### src/hw/rtl/tfe_pkg.sv
// Shared types and constants for the two-band FIR equalizer.
// Used by tfe_mac and the top level; depends on nothing else.
`timescale 1ns / 1ps

package tfe_pkg;

   localparam int TYPE_W     = 2;   // request type field
   localparam int SAMPLE_W   = 16;  // audio sample width
   localparam int COEF_W     = 16;  // Q1.15 coefficient width
   localparam int IDX_W      = 6;   // coefficient index field
   localparam int PROD_W     = SAMPLE_W + COEF_W;  // one tap product
   localparam int PAIR_W     = PROD_W + 1;         // low plus high product
   localparam int FRAC_SHIFT = 14;  // Q1.15 product doubled, then >> 15

   localparam logic [TYPE_W-1:0] REQ_SAMPLE    = 2'd0;
   localparam logic [TYPE_W-1:0] REQ_LOW_COEF  = 2'd1;
   localparam logic [TYPE_W-1:0] REQ_HIGH_COEF = 2'd2;

   typedef enum logic [2:0] {
      ST_CLEAR,
      ST_IDLE,
      ST_RUN,
      ST_DRAIN,
      ST_SCALE,
      ST_EMIT
   } tfe_state_type;

   typedef struct packed {
      logic start;      // a sample transaction was accepted: clear the accumulator
      logic issue;      // memory reads for one tap were issued this cycle
      logic low_on;     // low band takes part in the sum
      logic high_on;    // high band takes part in the sum
      logic scale;      // turn the accumulator into the result
      logic load_pass;  // result is the input sample itself
   } tfe_mac_ctrl_type;

endpackage

### src/hw/rtl/tfe_mac.sv
// Multiply-accumulate datapath: two tap products, their sum, the accumulator,
// and the final divide by 2^14 toward zero. Depends on tfe_pkg.
`timescale 1ns / 1ps

module tfe_mac #(
   parameter int ACC_W = 39
) (
   input  logic                                    clock,
   input  logic                                    reset,
   input  tfe_pkg::tfe_mac_ctrl_type               ctrl,
   input  logic signed [tfe_pkg::COEF_W-1:0]       low_coef,
   input  logic signed [tfe_pkg::COEF_W-1:0]       high_coef,
   input  logic signed [tfe_pkg::SAMPLE_W-1:0]     hist,
   input  logic signed [tfe_pkg::SAMPLE_W-1:0]     pass_sample,
   output logic                                    busy,
   output logic signed [ACC_W-tfe_pkg::FRAC_SHIFT-1:0] result
);

   import tfe_pkg::*;

   localparam int RW = ACC_W - FRAC_SHIFT;
   localparam logic [ACC_W-1:0] BIAS = ACC_W'((1 << FRAC_SHIFT) - 1);

   logic                     v1_ff, v2_ff, v3_ff;
   logic signed [PROD_W-1:0] prod_lo_ff, prod_hi_ff;
   logic signed [PAIR_W-1:0] pair_ff, pair_in;
   logic signed [ACC_W-1:0]  acc_ff;
   logic signed [ACC_W-1:0]  acc_in;
   logic signed [ACC_W-1:0]  biased;
   logic signed [RW-1:0]     res_ff;

   // Stage valids: memory data, products, pair sum.
   always_ff @(posedge clock) begin
      if (reset) begin
         v1_ff <= 1'b0;
         v2_ff <= 1'b0;
         v3_ff <= 1'b0;
      end else begin
         v1_ff <= ctrl.issue;
         v2_ff <= v1_ff;
         v3_ff <= v2_ff;
      end
   end

   always_comb begin
      pair_in = '0;
      if (ctrl.low_on) begin
         pair_in = pair_in + PAIR_W'(prod_lo_ff);
      end
      if (ctrl.high_on) begin
         pair_in = pair_in + PAIR_W'(prod_hi_ff);
      end
   end

   assign acc_in = acc_ff + {{(ACC_W-PAIR_W){pair_ff[PAIR_W-1]}}, pair_ff};
   // Adding 2^14 - 1 to a negative sum makes the arithmetic shift round toward zero.
   assign biased = acc_ff + (acc_ff[ACC_W-1] ? BIAS : '0);

   always_ff @(posedge clock) begin
      if (v1_ff) begin
         prod_lo_ff <= low_coef * hist;
         prod_hi_ff <= high_coef * hist;
      end
      if (v2_ff) begin
         pair_ff <= pair_in;
      end
      if (ctrl.start) begin
         acc_ff <= '0;
      end else if (v3_ff) begin
         acc_ff <= acc_in;
      end
      if (ctrl.load_pass) begin
         res_ff <= {{(RW-SAMPLE_W){pass_sample[SAMPLE_W-1]}}, pass_sample};
      end else if (ctrl.scale) begin
         res_ff <= biased[ACC_W-1:FRAC_SHIFT];
      end
   end

   assign busy   = v1_ff | v2_ff | v3_ff;
   assign result = res_ff;

endmodule

### config.mk
export PLATFORM = sky130hd
export DESIGN_NAME = tfe_mac
export DESIGN_NICKNAME = d
export VERILOG_FILES = /design/src/hw/rtl/tfe_pkg.sv /design/src/hw/rtl/tfe_mac.sv
export SDC_FILE = /design/constraint.sdc
export NUM_CORES = 2
export LEC_CHECK = 0
export BUFFER_PORTS_ARGS = -buffer_cell sky130_fd_sc_hd__buf_2
export CAP_MARGIN = 20
export CORE_ASPECT_RATIO = 1.5
export CORE_MARGIN = 2
export CORE_UTILIZATION = 66
export CTS_CLUSTER_DIAMETER = 80
export DETAILED_ROUTE_END_ITERATION = 16
export PLACE_DENSITY = 0.88
export SLEW_MARGIN = 0
export SYNTH_ARGS = -nofsm -noshare
export SYNTH_HDL_FRONTEND = slang
export SYNTH_SLANG_ARGS = --single-unit
### constraint.sdc
create_clock -name clock -period 8.5 [get_ports clock]
set_input_delay 1.7 -clock clock [delete_from_list [all_inputs] [get_ports clock]]
set_output_delay 1.7 -clock clock [all_outputs]
set_load 0.05 [all_outputs]
After elaboration in Yosys (flattened, before gate mapping)
Cells that the tools add are included.
- flip-flop bits (word level): 164
- bits in latches: 0
- bits in writable memories: 0
- bits in read-only memories: 0
- output and inout port bits: 26
- memories kept: 0
- $add $sub $neg: 3
- multiply operators: 2
- div/mod/pow operators: 0
- magnitude comparators: 0
- equality and inequality tests: 0
- shifts and indexed selects: 0
- multiplexer cells: 5
- bitwise gates (word level): 2
- reductions and logical operators: 1
- operators with widths (cell ; number):
    33-bit 2-to-1 mux ; 2
    16-bit by 16-bit multiplier with 32-bit output ; 2
    25-bit 2-to-1 mux ; 2
    39-bit by 14-bit adder with 39-bit output ; 1
    39-bit adder ; 1
    33-bit by 32-bit adder with 33-bit output ; 1
    14-bit 2-to-1 mux ; 1
    1-bit bitwise OR ; 2
    2-bit nonzero test ; 1

Depth between registers and ports, before layout
- word-level depth: 4
- depth in mapped cells: 25
- mapped depth without buffers: 24

Worst setup path before layout
OpenSTA, ideal clock, no wires.
- kind: input to register
- start point: in high_coef[15] (netlist name)
- end point: reg prod_hi_ff[31], data pin
- setup time: 0.266 ns
- data arrival time: 7.304 ns
- data required time: 8.234 ns
- slack: 0.930 ns
- stages on the path: 21
- path buffers: 1
- cell sequence: clkbuf_1 > nand2_1 > inv_1 > fa_1 > fa_1 > fa_1 > fa_1 > fa_1 > inv_1 > fa_1 > inv_1 > ha_1 > a21o_1 > a211o_1 > a21oi_1 > nor2_1 > nand2_1 > a21oi_1 > a221oi_1 > mux2i_1 > nand4_1
- word-level cells in the longest chain between the ends: 1
- ends and longest elaborated chain (what ; RTL line ; RTL):
    start: declaration ; tfe_mac.sv:12 ; input logic signed [tfe_pkg::COEF_W-1:0] high_coef,
    16-bit by 16-bit multiplier with 32-bit output ; tfe_mac.sv:62 ; prod_hi_ff <= high_coef * hist;
    end signal: assignment ; tfe_mac.sv:62 ;
    end: declaration ; tfe_mac.sv:25 ; logic signed [PROD_W-1:0] prod_lo_ff, prod_hi_ff;
Every way passes these cells.
A chain may end at the register's enable or synchronous reset.

Final worst setup path
- start point: in hist[2] (netlist name)
- end point: reg prod_lo_ff[25], data pin
- word-level cells in the longest chain between the ends: 1
- ends and longest elaborated chain (what ; RTL line ; RTL):
    start: declaration ; tfe_mac.sv:13 ; input logic signed [tfe_pkg::SAMPLE_W-1:0] hist,
    16-bit by 16-bit multiplier with 32-bit output ; tfe_mac.sv:61 ; prod_lo_ff <= low_coef * hist;
    end signal: assignment ; tfe_mac.sv:61 ;
    end: declaration ; tfe_mac.sv:25 ;
Every way passes these cells.

==> qor.txt <==
STATUS
--------------------------------------------------------------------------------
Outcome                                                             finished clean

LAYOUT
--------------------------------------------------------------------------------
Final layout net count                                                      3997
Area used by sequential logic in the layout                          0.00451 mm2
Fraction of final layout cells with drive strength greater than 1         0.0632
Total area of multi-input combinational cells                         0.0223 mm2
Synth-to-layout area growth                                                5.44%
Number of fill cells in the layout                                          3046
Antenna fix cells                                                              0

DRT
--------------------------------------------------------------------------------
Number of nets still failing antenna checks after routing                      0
First-iteration detailed-routing DRC count                                  1453
Total via count after detailed routing                                     22200
Residual DRC                                                                   0
Post-detailed-routing wire length                                       71600 um
Wire per inst                                                            19.2 um
First drt pass iteration count                                                 6
Via density per instance                                                    5.94

TIMING
--------------------------------------------------------------------------------
Number of hold violations in the final report                                  0
Minimum period implied by the final worst setup slack                    7.90 ns
Setup violations, final                                                        0
Worst slew margin relative to its limit                                    0.414
Highest Clock Rate                                                       127 MHz
Share of the cycle needed by the critical path after routing               0.930
Setup repair after global routing missed its margin                        false
Number of max-slew violations in the final report                              0
Transition at the pin with the smallest max-transition slack            0.879 ns
Worst-case clock skew                                                  0.0118 ns
Total negative setup slack                                                  0 ns

CTS
--------------------------------------------------------------------------------
Reg clk slew, reported paths                                             0.07 ns
Depth of the CTS H-tree                                                        4
Clock tree buffer depth                                                        2
Number of clock buffers inserted by TritonCTS                                 17
Clock root buffer master                                            sky130_fd_sc_hd__clkbuf_16
Clock insertion delay at the later pin of the skew report                0.46 ns
Count of cells resized by post-cts repair                                      0
TritonCTS sink count                                                         164
Hold bufs inserted after CTS                                                   0
CTS tree                                                                   built
Post-CTS setup-driven buffer insertion count                                   0

GLOBAL ROUTE
--------------------------------------------------------------------------------
GR Util All Layers                                                         0.325
Initial antenna violation count                                                3
Largest net degree at the start of global routing                             66
Wire length of the first global-routing pass                           119000 um
Vias in the first global route                                             25200
Remaining global-route overflow                                                0

SYNTHESIS
--------------------------------------------------------------------------------
Synthesized-area fraction occupied by adder cells                          0.462
Number of warnings printed during yosys synthesis                              0
Synthesized-area fraction occupied by xor and xnor cells                  0.0421
Share of Yosys cell area claimed by the top area cell type                 0.357
Dominant cell by count in the synthesized netlist                   sky130_fd_sc_hd__inv_1
Number of cells produced by synthesis                                       3116
Fraction of synthesized area in multiplexers                              0.0193
Mean post-synth cell area                                               9.47 um2
Distinct cell type count of the synthesized netlist                           72
Simple logic cell fraction of the synthesized area                         0.145
Sequential fraction of the synthesis area                                  0.153
Commonest cells in the netlist                                      sky130_fd_sc_hd__inv_1 (620), sky130_fd_sc_hd__fa_1 (526), sky130_fd_sc_hd__nand2_1 (329), sky130_fd_sc_hd__and2_1 (268), sky130_fd_sc_hd__ha_1 (247)
Cell type with the highest aggregate area in the netlist            sky130_fd_sc_hd__fa_1
Main flop type after synthesis                                      sky130_fd_sc_hd__edfxtp_1
Post-synth ARST share                                                          0
Compound-gate portion of the synthesized area                             0.0868
#FFs+latches synth                                                           164
Post-synthesis net count                                                    3961
Number of flops mapped to enable cells by yosys                              122
Synthesized area                                                      0.0295 mm2
Main combinational cell family by area after synthesis               adder cells
Cell types with the largest area share after synthesis              sky130_fd_sc_hd__fa_1 (36%), sky130_fd_sc_hd__edfxtp_1 (12%), sky130_fd_sc_hd__ha_1 (10%)

WORST SETUP PATH
--------------------------------------------------------------------------------
Category of the most critical setup path                            primary input to register
Startpoint types                                                    primary input
Crit path max fanout                                                          21
Data arrival time of the critical path                                   8.11 ns
Required time reported for the critical path endpoint                    8.71 ns
Type of element capturing the critical path                             register

FLOW RUN
--------------------------------------------------------------------------------
Count of max-cap constraint violations                                         0

FLOORPLANNING
--------------------------------------------------------------------------------
Number of rows in the core area                                               94
Die height                                                                263 um
Width of the chip                                                         177 um
Area enclosed by the die boundary                                     0.0465 mm2
Starting Density                                                           0.671
Count of pins on the block boundary                                           98
Standard cell core area                                               0.0440 mm2

PLACED DESIGN
--------------------------------------------------------------------------------
Routability cong.                                                          0.922
Detailed placement HPWL                                                 58300 um
Port buffer count                                                             97

WORST HOLD PATH
--------------------------------------------------------------------------------
Worst hold path type                                                register to register

## worst max-delay path, cell delays in order
cell and delay [ns]:
sky130_fd_sc_hd__buf_2 0.37, sky130_fd_sc_hd__buf_4 0.26, sky130_fd_sc_hd__nand2_1 0.09, sky130_fd_sc_hd__fa_1 0.51
sky130_fd_sc_hd__fa_1 0.53, sky130_fd_sc_hd__fa_1 0.53, sky130_fd_sc_hd__inv_1 0.07, sky130_fd_sc_hd__fa_1 0.53
sky130_fd_sc_hd__fa_1 0.53, sky130_fd_sc_hd__inv_1 0.08, sky130_fd_sc_hd__fa_1 0.49, sky130_fd_sc_hd__inv_1 0.04
sky130_fd_sc_hd__ha_1 0.34, sky130_fd_sc_hd__nand3_1 0.13, sky130_fd_sc_hd__a211o_1 0.27, sky130_fd_sc_hd__a31oi_1 0.54
sky130_fd_sc_hd__a21boi_0 0.28, sky130_fd_sc_hd__a22o_1 0.31, sky130_fd_sc_hd__o2111ai_1 0.24, sky130_fd_sc_hd__a21oi_1 0.12
sky130_fd_sc_hd__xnor2_1 0.14
## path summary, 6_finish.rpt
path | slack (ns) | startpoint | cells past startpoint | end
min | 0.53 | acc_ff[1]$_SDFFE_PP0P_ | 2 | acc_ff[1]$_SDFFE_PP0P_
max | 0.60 | hist[2] | 21 | prod_lo_ff[25]$_DFFE_PP_
min reg2reg | 0.53 | acc_ff[1]$_SDFFE_PP0P_ | 2 | acc_ff[1]$_SDFFE_PP0P_
max reg2reg | 4.38 | prod_lo_ff[0]$_DFFE_PP_ | 13 | pair_ff[26]$_DFFE_PP_
## metrics by stage
step / setup WS, ns / area [um2] / util / std cells / hold WS (ns)
after floorplan: 0.930 / 29500 / - / 3116 / 0.483
after global placement: 0.491 / 30500 / 0.694 / 3709 / 0.498
after detailed placement: 0.288 / 30500 / 0.694 / 3709 / 0.524
after CTS: 0.665 / 31100 / 0.707 / 3741 / 0.534
after global routing: 0.394 / 31100 / 0.707 / 3741 / 0.579
final: 0.596 / 31100 / 0.707 / 3741 / 0.530
## layout make-up
cell class | instances | area share
Clock buffer | 17 | 0.0137
Clock inverter | 15 | 0.00531
Multi-Input combinational cell | 2224 | 0.716
Inverter | 620 | 0.0748
Sequential cell | 164 | 0.145
Tap cell | 576 | 0.0232
Timing Repair Buffer | 125 | 0.0224
## state kept, by name (all words and copies together), names as in the netlist
signal and count:
result 25, prod_lo_ff 32, pair_ff 33, v2_ff 1, v1_ff 1, v3_ff 1
acc_ff 39, prod_hi_ff 32
## per-layer routing
layer	part of all wire	GRT usage	wire [um]
met5	0.00049	0	35
met4	0.083	0.251	5920
met3	0.060	0.0438	4270
met2	0.52	0.586	37500
met1	0.33	0.335	23900
## layout by cell type, fill, tap and decap left out, types with 26 or more instances in the layout
cell / n
sky130_fd_sc_hd__xnor2_1: 104
sky130_fd_sc_hd__fa_1: 526
sky130_fd_sc_hd__o21ai_0: 61
sky130_fd_sc_hd__nor2_1: 115
sky130_fd_sc_hd__xor2_1: 38
sky130_fd_sc_hd__inv_1: 620
sky130_fd_sc_hd__buf_4: 28
sky130_fd_sc_hd__nand3_1: 26
sky130_fd_sc_hd__mux2i_1: 31
sky130_fd_sc_hd__edfxtp_1: 122
sky130_fd_sc_hd__buf_2: 97
sky130_fd_sc_hd__nand2b_1: 34
sky130_fd_sc_hd__a21o_1: 69
sky130_fd_sc_hd__a21oi_1: 112
sky130_fd_sc_hd__ha_1: 247
sky130_fd_sc_hd__and2_1: 268
sky130_fd_sc_hd__nand2_1: 329
sky130_fd_sc_hd__dfxtp_1: 40
## logic make-up after synthesis
kind of cell,after synthesis
compound gates,389
mux,54
xor+xnor,142
flops,164
fa+ha+maj,773
buf+inv,728
simple gates,866
Power is left out: the tool's default activity adds up to more than one toggle a clock period on the data nets, which glitch-free logic cannot reach.
